<file path="src/rtl/fixed_width_bit_packer_unit_assert.svh">
// Assertion macros shared by the bit packer modules.
// Each macro expects clk_i and rst_ni in the scope where it is used.
`ifndef FIXED_WIDTH_BIT_PACKER_UNIT_ASSERT_SVH
`define FIXED_WIDTH_BIT_PACKER_UNIT_ASSERT_SVH

// Check a property on every rising clock edge outside reset.
`define FWBP_ASSERT(lbl, prop, msg) \
  lbl: assert property (@(posedge clk_i) disable iff (!rst_ni) (prop)) else $error(msg);

// Check that a condition never holds outside reset.
`define FWBP_ASSERT_NEVER(lbl, cond, msg) \
  lbl: assert property (@(posedge clk_i) disable iff (!rst_ni) !(cond)) else $error(msg);

`endif

</file>
<file path="src/rtl/fwbp_pkg.sv">
// ----------------------------------------------------------------------------
// fwbp_pkg
// Widths, reset values and the item type passed from the packing stage to
// the byte drain of the fixed width bit packer.
// ----------------------------------------------------------------------------
package fwbp_pkg;

  localparam int unsigned ByteW   = 8;
  localparam int unsigned ValueW  = 31;
  localparam int unsigned WidthW  = 5;
  localparam int unsigned PendW   = 7;
  localparam int unsigned PendCntW = 3;
  // Up to four full bytes plus the flush byte per item
  localparam int unsigned MaxBytes = 5;
  localparam int unsigned AccW    = MaxBytes * ByteW;
  localparam int unsigned NumW    = 3;

  localparam logic [WidthW-1:0] WidthReset = 5'd8;

  // One packed item: its bytes lowest first, the byte count and the flush flag
  typedef struct packed {
    logic [AccW-1:0] bytes;
    logic [NumW-1:0] num;
    logic            last;
  } pack_item_t;

endpackage

</file>
<file path="src/rtl/fwbp_pack_core.sv">
// ----------------------------------------------------------------------------
// fwbp_pack_core
// Holds the value width and the leftover bits, merges each accepted value
// into them and hands the completed bytes on as one item.
// ----------------------------------------------------------------------------
`include "fixed_width_bit_packer_unit_assert.svh"

module fwbp_pack_core (
  input  logic                          clk_i,
  input  logic                          rst_ni,
  input  logic                          cfg_we_i,
  input  logic [fwbp_pkg::WidthW-1:0]   cfg_width_i,
  input  logic                          accept_i,
  input  logic [fwbp_pkg::ValueW-1:0]   value_i,
  input  logic                          last_i,
  output fwbp_pkg::pack_item_t          item_o
);

  logic [fwbp_pkg::WidthW-1:0]   width_q;
  logic [fwbp_pkg::PendW-1:0]    pend_q, pend_d;
  logic [fwbp_pkg::PendCntW-1:0] pend_cnt_q, pend_cnt_d;

  logic [fwbp_pkg::ValueW-1:0]   masked;
  logic [fwbp_pkg::AccW-1:0]     acc;
  logic [fwbp_pkg::AccW-1:0]     tail;
  logic [5:0]                    total;
  logic [fwbp_pkg::NumW-1:0]     num_full;

  // Drop value bits at and above the width, then append after leftover bits
  always_comb begin
    masked   = value_i & ~({fwbp_pkg::ValueW{1'b1}} << width_q);
    acc      = {{(fwbp_pkg::AccW - fwbp_pkg::PendW){1'b0}}, pend_q}
             | ({{(fwbp_pkg::AccW - fwbp_pkg::ValueW){1'b0}}, masked} << pend_cnt_q);
    total    = {3'b000, pend_cnt_q} + {1'b0, width_q};
    num_full = total[5:3];
    tail     = acc >> {num_full, 3'b000};
  end

  // Build the outgoing item; the flush byte is the tail after the full bytes
  always_comb begin
    item_o.bytes = acc;
    item_o.num   = num_full + {2'b00, last_i};
    item_o.last  = last_i;
  end

  // Keep the leftover bits, or restart on a byte boundary after a flush
  always_comb begin
    pend_d     = pend_q;
    pend_cnt_d = pend_cnt_q;
    if (accept_i) begin
      if (last_i) begin
        pend_d     = '0;
        pend_cnt_d = '0;
      end else begin
        pend_d     = tail[fwbp_pkg::PendW-1:0];
        pend_cnt_d = total[2:0];
      end
    end
  end

  always_ff @(posedge clk_i or negedge rst_ni) begin
    if (!rst_ni) begin
      width_q    <= fwbp_pkg::WidthReset;
      pend_q     <= '0;
      pend_cnt_q <= '0;
    end else begin
      if (cfg_we_i) begin
        width_q <= cfg_width_i;
      end
      pend_q     <= pend_d;
      pend_cnt_q <= pend_cnt_d;
    end
  end

  `FWBP_ASSERT(a_flush_clears, (accept_i && last_i) |=> (pend_cnt_q == '0 && pend_q == '0), "leftover bits survive a flush")
  `FWBP_ASSERT(a_idle_holds, !accept_i |=> $stable(pend_cnt_q), "leftover count moved without an item")

endmodule

</file>
<file path="src/rtl/fwbp_byte_drain.sv">
// ----------------------------------------------------------------------------
// fwbp_byte_drain
// Output register of the packer: takes one packed item and presents its
// bytes one per cycle while tready_i is high, lowest first, marking the flush byte.
// ----------------------------------------------------------------------------
`include "fixed_width_bit_packer_unit_assert.svh"

module fwbp_byte_drain (
  input  logic                        clk_i,
  input  logic                        rst_ni,
  input  logic                        load_i,
  input  fwbp_pkg::pack_item_t        item_i,
  output logic                        can_load_o,
  output logic                        tvalid_o,
  input  logic                        tready_i,
  output logic [fwbp_pkg::ByteW-1:0]  tdata_o,
  output logic                        tlast_o
);

  logic [fwbp_pkg::AccW-1:0] data_q, data_d;
  logic [fwbp_pkg::NumW-1:0] num_q, num_d;
  logic                      last_q, last_d;
  logic                      pop;

  assign pop        = tvalid_o && tready_i;
  // Free now, or the final byte leaves in this cycle
  assign can_load_o = (num_q == '0) || (num_q == 3'd1 && tready_i);

  assign tvalid_o = (num_q != '0);
  assign tdata_o  = data_q[fwbp_pkg::ByteW-1:0];
  assign tlast_o  = last_q && (num_q == 3'd1);

  // Load a new item or advance to the next byte
  always_comb begin
    data_d = data_q;
    num_d  = num_q;
    last_d = last_q;
    if (load_i) begin
      data_d = item_i.bytes;
      num_d  = item_i.num;
      last_d = item_i.last;
    end else if (pop) begin
      data_d = data_q >> fwbp_pkg::ByteW;
      num_d  = num_q - 3'd1;
    end
  end

  always_ff @(posedge clk_i or negedge rst_ni) begin
    if (!rst_ni) begin
      num_q  <= '0;
      last_q <= 1'b0;
    end else begin
      num_q  <= num_d;
      last_q <= last_d;
    end
  end

  always_ff @(posedge clk_i) begin
    data_q <= data_d;
  end

  `FWBP_ASSERT_NEVER(a_num_range, num_q > 3'd5, "byte count above five")
  `FWBP_ASSERT_NEVER(a_load_over_busy, load_i && num_q > 3'd1, "item loaded over pending bytes")
  `FWBP_ASSERT(a_pop_step, (pop && !load_i) |=> (num_q == $past(num_q) - 3'd1), "byte count did not step")

endmodule

</file>
<file path="src/rtl/fixed_width_bit_packer_unit.sv">
// ----------------------------------------------------------------------------
// fixed_width_bit_packer_unit
// Packs unsigned values of a configured width, LSB first, into a byte stream.
// ----------------------------------------------------------------------------
// Usage:
//  - Input items on s_axis: tdata carries the value (bit 31 unused), tlast
//    marks the final value of an array.
//  - Output items on m_axis: one byte per item, tlast on the flush byte that
//    closes an array (leftover bits zero-padded, or zero on a byte boundary).
//  - cfg_valid/cfg_ready/cfg_data_i write the value width (1..31); write it
//    only while no bytes are pending. cfg_ready is always high.
// The first byte of an item appears in the cycle after it is accepted.
// Throughput: an item producing k bytes (k = 0..5) holds the output register
//   until its last byte is taken; an item that yields at most one byte can
//   follow in the next cycle. The next item is taken in the cycle its predecessor's
//   last byte leaves, so the output port, one byte per cycle while m_axis_tready is
//   high, sets the rate. Reset: width returns to 8, leftover bits are cleared, no bytes pending.
// Stall: while m_axis_tready is low the current byte holds and s_axis_tready
//   drops until the final byte of the current item is taken.
// ----------------------------------------------------------------------------
module fixed_width_bit_packer_unit (
  input  logic        clk_i,
  input  logic        rst_ni,
  // Configuration write
  input  logic        cfg_valid,
  output logic        cfg_ready,
  input  logic [4:0]  cfg_data_i,      // value_width
  // Input stream
  input  logic        s_axis_tvalid,
  output logic        s_axis_tready,
  input  logic [31:0] s_axis_tdata,    // [30:0] value, [31] zero pad
  input  logic        s_axis_tlast,    // last_value
  // Output stream
  output logic        m_axis_tvalid,
  input  logic        m_axis_tready,
  output logic [7:0]  m_axis_tdata,    // [7:0] out_byte
  output logic        m_axis_tlast     // last_byte
);

  fwbp_pkg::pack_item_t item;
  logic                 accept;
  logic                 can_load;

  assign cfg_ready     = 1'b1;
  assign s_axis_tready = can_load;
  assign accept        = s_axis_tvalid && can_load;

  // Merge values into the bit stream
  fwbp_pack_core u_core (
    .clk_i       (clk_i),
    .rst_ni      (rst_ni),
    .cfg_we_i    (cfg_valid),
    .cfg_width_i (cfg_data_i),
    .accept_i    (accept),
    .value_i     (s_axis_tdata[fwbp_pkg::ValueW-1:0]),
    .last_i      (s_axis_tlast),
    .item_o      (item)
  );

  // Present the completed bytes
  fwbp_byte_drain u_drain (
    .clk_i      (clk_i),
    .rst_ni     (rst_ni),
    .load_i     (accept),
    .item_i     (item),
    .can_load_o (can_load),
    .tvalid_o   (m_axis_tvalid),
    .tready_i   (m_axis_tready),
    .tdata_o    (m_axis_tdata),
    .tlast_o    (m_axis_tlast)
  );

endmodule
</file>
<file path="config.mk">
export PLATFORM = sky130hd
export DESIGN_NAME = fixed_width_bit_packer_unit
export DESIGN_NICKNAME = d
export VERILOG_FILES = /design/src/rtl/fwbp_pkg.sv /design/src/rtl/fwbp_pack_core.sv /design/src/rtl/fwbp_byte_drain.sv /design/src/rtl/fixed_width_bit_packer_unit.sv
export VERILOG_INCLUDE_DIRS = /design/src /design/src/rtl
export SDC_FILE = /design/constraint.sdc
export NUM_CORES = 1
export LEC_CHECK = 0
export BUFFER_PORTS_ARGS = -buffer_cell sky130_fd_sc_hd__buf_2
export CORE_MARGIN = 2
export CORE_UTILIZATION = 44
export CTS_BUF_LIST = sky130_fd_sc_hd__clkbuf_8
export DETAILED_ROUTE_END_ITERATION = 6
export PLACE_DENSITY = 0.66
export SYNTH_ARGS = -nofsm -noshare
export SYNTH_HDL_FRONTEND = slang
export SYNTH_SLANG_ARGS = --single-unit
export TNS_END_PERCENT = 30
</file>
<file path="constraint.sdc">
create_clock -name clk_i -period 2.77 [get_ports clk_i]
set_input_delay 0 -clock clk_i [delete_from_list [all_inputs] [get_ports clk_i]]
set_output_delay 0 -clock clk_i [all_outputs]
set_load 0.03 [all_outputs]
</file>
==> summary.md, run 1 <==
| Metric | Value |
|---|---|
| Run status | `finished, final reports clean` |
| Die area | `between 10000 and 15000 µm²` |
| Hold Vio Cnt, Final | `0` |
| Commonest cells after routing, fill and taps aside | `sky130_fd_sc_hd__nand2_1 (98), sky130_fd_sc_hd__buf_2 (52), sky130_fd_sc_hd__o21ai_0 (48)` |
| Diode count | `0` |
| Slowest stage cell on the critical path | `sky130_fd_sc_hd__buf_4` |
| Antenna violations before repair | `0` |
| Maximum net fanout on the critical path | `52` |
| Internal power consumption | `~2.6 mW` |
| Post-Syn Area | `about 4600 µm²` |
| Required time at the worst-slack endpoint | `between 2 and 3 ns` |
| Distinct cells, synth | `68` |
| Crit path time final | `between 2 and 3 ns` |
| Largest delay contributor family on the critical path | `buffers and inverters` |
| Leading cell type in the layout, fill and taps excluded | `sky130_fd_sc_hd__nand2_1` |
| FMAX | `just under 400 MHz` |
| Row Count | `37` |
| First-pass GRT wire length | `slightly above 20000 µm` |
| Most area-hungry cell type in the Yosys netlist | `sky130_fd_sc_hd__edfxtp_1` |
| Weighted congestion at the end of routability-driven global placement | `0.906` |
| Combinational cell fraction of total power | `a little under three fifths` |
| Final setup violation count | `0` |
| DRC viols | `0` |
| Post-CTS resize count | `0` |
| Worst-Margin Slew | `slightly below 0.8 ns` |
| Boundary pin count | `55` |
| Sequential group share of total power | `between 20% and 30%` |
| Inserted Clock Buffers | `9` |
| Synth top area cells | `sky130_fd_sc_hd__edfxtp_1 (25%), sky130_fd_sc_hd__dfrtp_1 (9.9%), sky130_fd_sc_hd__nand2_1 (8.1%)` |
| Clock sink count | `57` |
| Via count of the first global-routing pass | `3928` |
| Fraction of layout cells with a size suffix above 1 | `~18%` |
| Maximum resistive drop on vdd | `approximately 0.00043 V` |
| Worst-path clk slew | `about 0.070 ns` |
| Critical path buffers and inverters | `2` |
| GRT overflow | `0` |
| Cells after Synth | `~540` |
| Sequential fraction of the synthesis area | `35.5%` |
| Clock share of power | `15.3%` |
| Standard cell core area | `10200 µm²` |
| Max Transition Viols Final | `0` |
| TritonCTS clock tree | `done` |
| Cell Count Post-Placement | `between 600 and 700` |
| Cell Chain, Critical Path | `buf_4 > inv_1 > a31oi_1 > o21ai_0 > mux2i_1 > a2111oi_0 > or3_1` |
| Share of total power consumed by net switching | `45.4%` |
| Slowest stage delay, CP | `approximately 0.43 ns` |
| RSZ-0062 raised after global routing | `false` |
| Average vias per placed instance | `roughly 6` |
| Ratio of total power to cell area | `roughly 920 nW/µm²` |
| Quantity of I/O buffers inserted on ports | `between 50 and 60` |
| Post-synth EDFFs | `38` |
| Switching power | `roughly 2.2 mW` |
| Kind of end point of the critical path | `flop` |
| Total via count after detailed routing | `approximately 4300` |
| Number of nets in the synthesized netlist | `slightly below 600` |
| Final wirelength | `~13000 µm` |
| Skew final | `about 0.0054 ns` |
| Fin crit share | `slightly above 90%` |
| Iter 0 DRT Violations | `363` |
| Worst-skew pair later-pin latency | `around 0.34 ns` |
| Maximum number of pins on one net before global-route repair | `74` |
| CP startpoint kind | `flop` |
| Share of flip-flops with an asynchronous set or reset | `approximately 33%` |
| Type of the tightest min-delay check | `in2async` |
| Area growth syn-to-layout | `14.3%` |
| Clock H-tree levels | `3` |
| Arrival time of the worst setup path | `around 2.8 ns` |
| Leakage dissipation | `approximately 2.1 nW` |
| Avg WL per Cell | `17.5 µm` |
| Accumulated negative setup slack | `0 ns` |
| Average cell area after synthesis | `8.38 µm²` |
| Number of iterations in the first detailed-routing pass | `5` |
| GRT Resource Usage Total | `23.0%` |
| Maximum Capacitance Violations | `0` |
| Largest buffer count on any clock path | `2` |
| Root Buffer Master | `sky130_fd_sc_hd__clkbuf_8` |
| Tightest slew margin relative to the limit | `roughly 48%` |
| Share of Yosys cell area claimed by the top area cell type | `between 20% and 30%` |
| Synth Flop Type | `sky130_fd_sc_hd__edfxtp_1` |
| Crit path kind | `reg2reg` |
| Number of synthesized register bits | `57` |
| Initial core utilization | `44.8%` |
| Number of nets still failing antenna checks after routing | `0` |
| Final HPWL DP | `just over 9000 µm` |
| Filler-free cell count of the finished design | `726` |
| Total Nets Final | `~640` |
| Die width | `~110 µm` |
| Yosys warnings | `0` |
| DIE HEIGHT | `106 µm` |
-- cell type report --
class,count,area [µm²]
inverters,14,53.8
flip-flops and latches,57,1620
clock inverters,7,53.8
clock buffers,9,124
repair buffers,87,586
fillers,1008,4980
well taps,136,170
multi-input cells,416,2600
-- metal layers --
layer | part of all wire, % | GRT usage [%] | wire (µm)
met2 | 46 | 36.2 | 5820
met5 | 0 | 0 | 0
met4 | 1.1 | 5.83 | 137
met3 | 7.2 | 3.40 | 907
met1 | 46 | 33.3 | 5810
-- flip-flops by register name, indices dropped and copies added (netlist names) --
signal,cells
u_core.pend_cnt_q,3
u_core.pend_q,7
u_core.width_q,5
u_drain.data_q,38
u_drain.last_q,1
u_drain.num_q,3
-- per-stage QoR --
| stage | worst slack, ns | util (%) | power [mW] | hold WS, ns | instance area, µm² |
|---|---|---|---|---|---|
| after floorplan | 0.0271 | - | 3.39 | -0.296 | 4570 |
| after global placement | 0.289 | 47.9 | 3.98 | -0.0123 | 4880 |
| after detailed placement | 0.269 | 47.9 | 4.03 | -0.0200 | 4880 |
| after CTS | 0.259 | 51.1 | 4.80 | 0.161 | 5210 |
| after global routing | 0.0422 | 51.1 | 5.18 | 0.179 | 5210 |
| final | 0.221 | 51.1 | 4.82 | 0.156 | 5210 |
-- final timing paths --
kind                                            from                  to  slack [ns]  depth (start not counted)
worst min-delay path                          rst_ni    u_core.pend_q[2]        0.16                          2
max in group asynchronous                     rst_ni   u_core.width_q[3]        2.26                          2
min in group clk_i                  s_axis_tdata[30]  u_drain.data_q[37]        0.19                          3
worst max register to register  u_core.pend_cnt_q[0]    u_core.pend_q[2]        0.22                          7
worst min register to register        u_drain.last_q      u_drain.last_q        0.50                          2
worst max-delay path            u_core.pend_cnt_q[0]    u_core.pend_q[2]        0.22                          7
-- timing repair --
item / 4_1_cts / 5_1_grt
hold buffers: 15 / 0
hold endpoints to repair: 27 / 0
setup buffers: 0 / 0
setup endpoints to repair: 0 / 0
-- worst register-to-register path, stage by stage, from the launching register on --
cell and delay (ns):
sky130_fd_sc_hd__dfrtp_1 0.35, sky130_fd_sc_hd__buf_4 0.43, sky130_fd_sc_hd__inv_1 0.35, sky130_fd_sc_hd__a31oi_1 0.34
sky130_fd_sc_hd__o21ai_0 0.17, sky130_fd_sc_hd__mux2i_1 0.28, sky130_fd_sc_hd__a2111oi_0 0.16, sky130_fd_sc_hd__or3_1 0.35
-- kinds of logic (layout without fill, tap and decap cells) --
group	after synthesis	count (layout)	share of synthesized area, %
multiplexers	32	32	7.66
XOR/XNOR	3	3	0.577
adder cells (fa/ha/maj)	9	9	2.64
AND/OR/NAND/NOR	204	204	20.4
flip-flops	57	57	35.5
other	1	1	0.0823
buffers and inverters	71	117	7.49
AO/OA/AOI/OAI	167	167	25.6
-- power groups by stage --
stage	clock, mW	combinational, mW	sequential, mW
global placement	0	2.60	1.39
finish	0.738	2.70	1.38
CTS	0.756	2.66	1.38
detailed placement	0	2.64	1.40
global route	0.794	2.98	1.40
floorplan	0	2.04	1.36
-- synthesized netlist by cell type (4+ instances only) --
| cell | number |
|---|---|
| sky130_fd_sc_hd__o22a_1 | 4 |
| sky130_fd_sc_hd__mux2_2 | 10 |
| sky130_fd_sc_hd__edfxtp_1 | 38 |
| sky130_fd_sc_hd__inv_1 | 12 |
| sky130_fd_sc_hd__o211ai_1 | 8 |
| sky130_fd_sc_hd__a22o_1 | 6 |
| sky130_fd_sc_hd__a21oi_1 | 21 |
| sky130_fd_sc_hd__nor2b_1 | 5 |
| sky130_fd_sc_hd__o32ai_1 | 5 |
| sky130_fd_sc_hd__dfrtp_1 | 18 |
| sky130_fd_sc_hd__nand3_1 | 19 |
| sky130_fd_sc_hd__a31o_2 | 4 |
| sky130_fd_sc_hd__ha_1 | 8 |
| sky130_fd_sc_hd__nor2_1 | 32 |
| sky130_fd_sc_hd__a32oi_1 | 6 |
| sky130_fd_sc_hd__and2_1 | 9 |
| sky130_fd_sc_hd__o21ai_0 | 48 |
| sky130_fd_sc_hd__a31oi_1 | 4 |
| sky130_fd_sc_hd__buf_4 | 11 |
| sky130_fd_sc_hd__nand2_1 | 98 |
| sky130_fd_sc_hd__nand3b_1 | 4 |
| sky130_fd_sc_hd__a21o_1 | 4 |
| sky130_fd_sc_hd__a211oi_1 | 8 |
| sky130_fd_sc_hd__o22ai_1 | 9 |
| sky130_fd_sc_hd__nor3_1 | 10 |
| sky130_fd_sc_hd__clkbuf_1 | 23 |
| sky130_fd_sc_hd__nand2b_1 | 5 |
| sky130_fd_sc_hd__buf_1 | 6 |
| sky130_fd_sc_hd__and3_1 | 8 |
| sky130_fd_sc_hd__or3_1 | 6 |
| sky130_fd_sc_hd__buf_2 | 15 |
| sky130_fd_sc_hd__mux2i_1 | 21 |
Note: power is estimated with default switching activity, not from simulation.
==> run 2, diff against run 1 <==
Settings changed: PLACE_DENSITY 0.66 to 0.73.
==> summary.md, run 2 (same netlist as run 1, synthesis figures left out) <==
| Metric | Value |
|---|---|
| Run status | `finished, final reports clean` |
| Final HPWL DP | `9260 µm (+1.3%)` |
| Total Nets Final | `636 (-0.16%)` |
| Root Buffer Master | `sky130_fd_sc_hd__clkbuf_8` |
| Met1 global-route usage | `31.9% (-1.4 points)` |
| DIE HEIGHT | `106 µm (unchanged)` |
| GRT overflow | `0 (unchanged)` |
| Fin crit share | `94.1% (+2.0 points)` |
| Standard cell core area | `10200 µm² (unchanged)` |
| Largest buffer count on any clock path | `2 (unchanged)` |
| Share of total power consumed by net switching | `44.9% (-0.53 points)` |
| Cell Chain, Critical Path | `ha_1 > inv_1 > fa_1 > nor2b_2 > o21ai_0 > xor2_1 > inv_2 > buf_4 > a2111o_1 > o311ai_0 > o31ai_1` |
| Total via count after detailed routing | `4413 (+1.6%)` |
| Final wirelength | `12800 µm (+0.70%)` |
| TritonCTS clock tree | `done` |
| Slowest stage cell on the critical path | `sky130_fd_sc_hd__fa_1` |
| Leading cell type in the layout, fill and taps excluded | `sky130_fd_sc_hd__nand2_1` |
| Slowest stage delay, CP | `0.44 ns (about the same)` |
| Number of iterations in the first detailed-routing pass | `5 (unchanged)` |
| Area growth syn-to-layout | `15.5%` |
| Worst-Margin Slew | `0.672 ns (-0.112 ns)` |
| Clock sink count | `57 (unchanged)` |
| Row Count | `37 (unchanged)` |
| Worst-path clk slew | `0.08 ns (about the same)` |
| Hold Vio Cnt, Final | `0 (unchanged)` |
| Switching power | `2.24 mW (+2.4%)` |
| M2 GR Usage | `38.2% (+2.0 points)` |
| Area of the multi-input gates | `2610 µm² (about the same)` |
| Avg WL per Cell | `17.6 µm (+0.84%)` |
| Filler-free cell count of the finished design | `725 (-0.14%)` |
| Diode count | `0 (unchanged)` |
| FMAX | `384 MHz (-2.2%)` |
| Internal power consumption | `2.75 mW (+4.6%)` |
| Combinational cell fraction of total power | `54.7% (-1.3 points)` |
| Seq. cell area | `1620 µm² (unchanged)` |
| Fill cell total of the finished layout | `990 (-1.8%)` |
| Pre-CTS worst setup slack | `0.169 ns (-0.0992 ns)` |
| Quantity of I/O buffers inserted on ports | `52 (unchanged)` |
| Commonest cells after routing, fill and taps aside | `sky130_fd_sc_hd__nand2_1 (98), sky130_fd_sc_hd__buf_2 (52), sky130_fd_sc_hd__o21ai_0 (48)` |
| Cell Count Post-Placement | `694 (-0.14%)` |
| RSZ-0062 raised after global routing | `false` |
| GRT Resource Usage Total | `23.5% (+0.45 points)` |
| Inserted Clock Buffers | `9 (unchanged)` |
| Fraction of layout cells with a size suffix above 1 | `19.0% (+1.0 points)` |
| Accumulated negative setup slack | `0 ns (unchanged)` |
| Weighted congestion at the end of routability-driven global placement | `0.928 (+2.5%)` |
| Crit path kind | `reg2reg` |
| Initial core utilization | `44.8% (unchanged)` |
| Final WS setup | `0.164 ns (-0.0568 ns)` |
| Clock H-tree levels | `3 (unchanged)` |
| Sequential group share of total power | `27.6% (-1.1 points)` |
| Die area | `11200 µm² (unchanged)` |
| Maximum number of pins on one net before global-route repair | `74 (unchanged)` |
| Largest registers in the final layout | `u_drain.data_q x38, u_core.pend_q x7, u_core.width_q x5` |
| Worst-skew pair later-pin latency | `0.34 ns (about the same)` |
| Largest delay contributor family on the critical path | `compound AO/OA/AOI/OAI gates` |
| Required time at the worst-slack endpoint | `2.99 ns (about the same)` |
| Largest reg by FF count | `u_drain.data_q` |
| Global route hottest layer | `met2` |
| Ratio of total power to cell area | `948 nW/µm² (+2.6%)` |
| Max Transition Viols Final | `0 (unchanged)` |
| Average vias per placed instance | `6.09 (+1.7%)` |
| Critical path buffers and inverters | `3 (+1)` |
| Tightest slew margin relative to the limit | `55.2% (+7.5 points)` |
| Global Route met3 Usage | `4.02% (+0.62 points)` |
| Antenna violations before repair | `0 (unchanged)` |
| Maximum net fanout on the critical path | `10 (-81%)` |
| Clock share of power | `17.7% (+2.4 points)` |
| Number of flip-flops in the largest register | `38 (unchanged)` |
| Final setup violation count | `0 (unchanged)` |
| Via count of the first global-routing pass | `4194 (+6.8%)` |
| Maximum resistive drop on vdd | `0.000478 V (+11%)` |
| Arrival time of the worst setup path | `2.82 ns (+0.05 ns)` |
| Leakage dissipation | `2.15 nW (+0.64%)` |
| Kind of end point of the critical path | `flop` |
| Iter 0 DRT Violations | `390 (+7.4%)` |
| Crit path time final | `2.61 ns (+0.0568 ns)` |
| Hold Worst Slack | `0.0132 ns (-0.143 ns)` |
| Maximum Capacitance Violations | `0 (unchanged)` |
| Number of nets still failing antenna checks after routing | `0 (unchanged)` |
| Overall Power | `4.99 mW (+3.6%)` |
| CP startpoint kind | `flop` |
| First-pass GRT wire length | `21000 µm (+2.5%)` |
| Boundary pin count | `55 (unchanged)` |
| Die width | `106 µm (unchanged)` |
| Type of the tightest min-delay check | `in2reg` |
| DRC viols | `0 (unchanged)` |
| Skew final | `0.0165 ns (+0.0112 ns)` |
## run 2: cell count changes in the layout (fill, tap and decap cells not counted), sizes merged
cell         previous run  this run
dlygate4sd3            15        14
clkinv                  5         4
bufinv                  1         2
clkinvlp                0         1
inv                    15        14
## run 2: routing by layer
layer	vias up	share of wire, %
met2	225	46
met1	2075	44
met5	-	0
met4	0	2.4
li1	2086	-
met3	27	7.6
## run 2: through the flow
step | area [µm²] | utilization (%)
after floorplan | 4570 | -
after global placement | 4890 | 48.0
after detailed placement | 4890 | 48.0
after CTS | 5250 | 51.6
after global routing | 5260 | 51.7
final | 5260 | 51.7
## run 2: final cells by class
class | instances | area share (%)
sequential | 57 | 30.7
clock inverter | 7 | 1.95
multi-input combinational | 416 | 49.5
inverter | 14 | 1.02
timing repair buffer | 86 | 11.2
clock buffer | 9 | 2.35
tap | 136 | 3.23
## run 2: path summary, 6_finish.rpt
path                       slack (ns)  cells past startpoint            startpoint                end
max                              0.16                     11  u_core.pend_cnt_q[0]   u_core.pend_q[1]
min                              0.01                      2             cfg_valid  u_core.width_q[2]
max reg2reg                      0.16                     11  u_core.pend_cnt_q[0]   u_core.pend_q[1]
min reg2reg                      0.50                      2        u_drain.last_q     u_drain.last_q
max in group asynchronous        2.28                      2                rst_ni  u_core.width_q[3]
min in group asynchronous        0.14                      2                rst_ni  u_core.width_q[4]
## run 2: timing repair
action / CTS / global route
hold endpoints to repair: 27 / 0
buffers inserted: 0 / 1
hold buffers: 14 / 0
gates resized for setup: 0 / 1
setup endpoints to repair: 0 / 1
## run 2: worst register-to-register path: cells and delay by family, from the launching register on
family	cells	cell delay [ns]
simple gates	1	0.14
buf+inv	3	0.38
compound gates	4	0.67
fa+ha+maj	2	0.62
flops	1	0.36
xor+xnor	1	0.30
## run 2: power by group through the flow
stage          registers, mW  logic (mW)  clock network [mW]
2_1_floorplan           1.36        2.04                   0
3_3_place_gp            1.38        2.59                   0
3_5_place_dp            1.39        2.65                   0
4_1_cts                 1.38        2.68               0.898
5_1_grt                 1.41        3.01               0.931
6_report                1.38        2.73               0.885
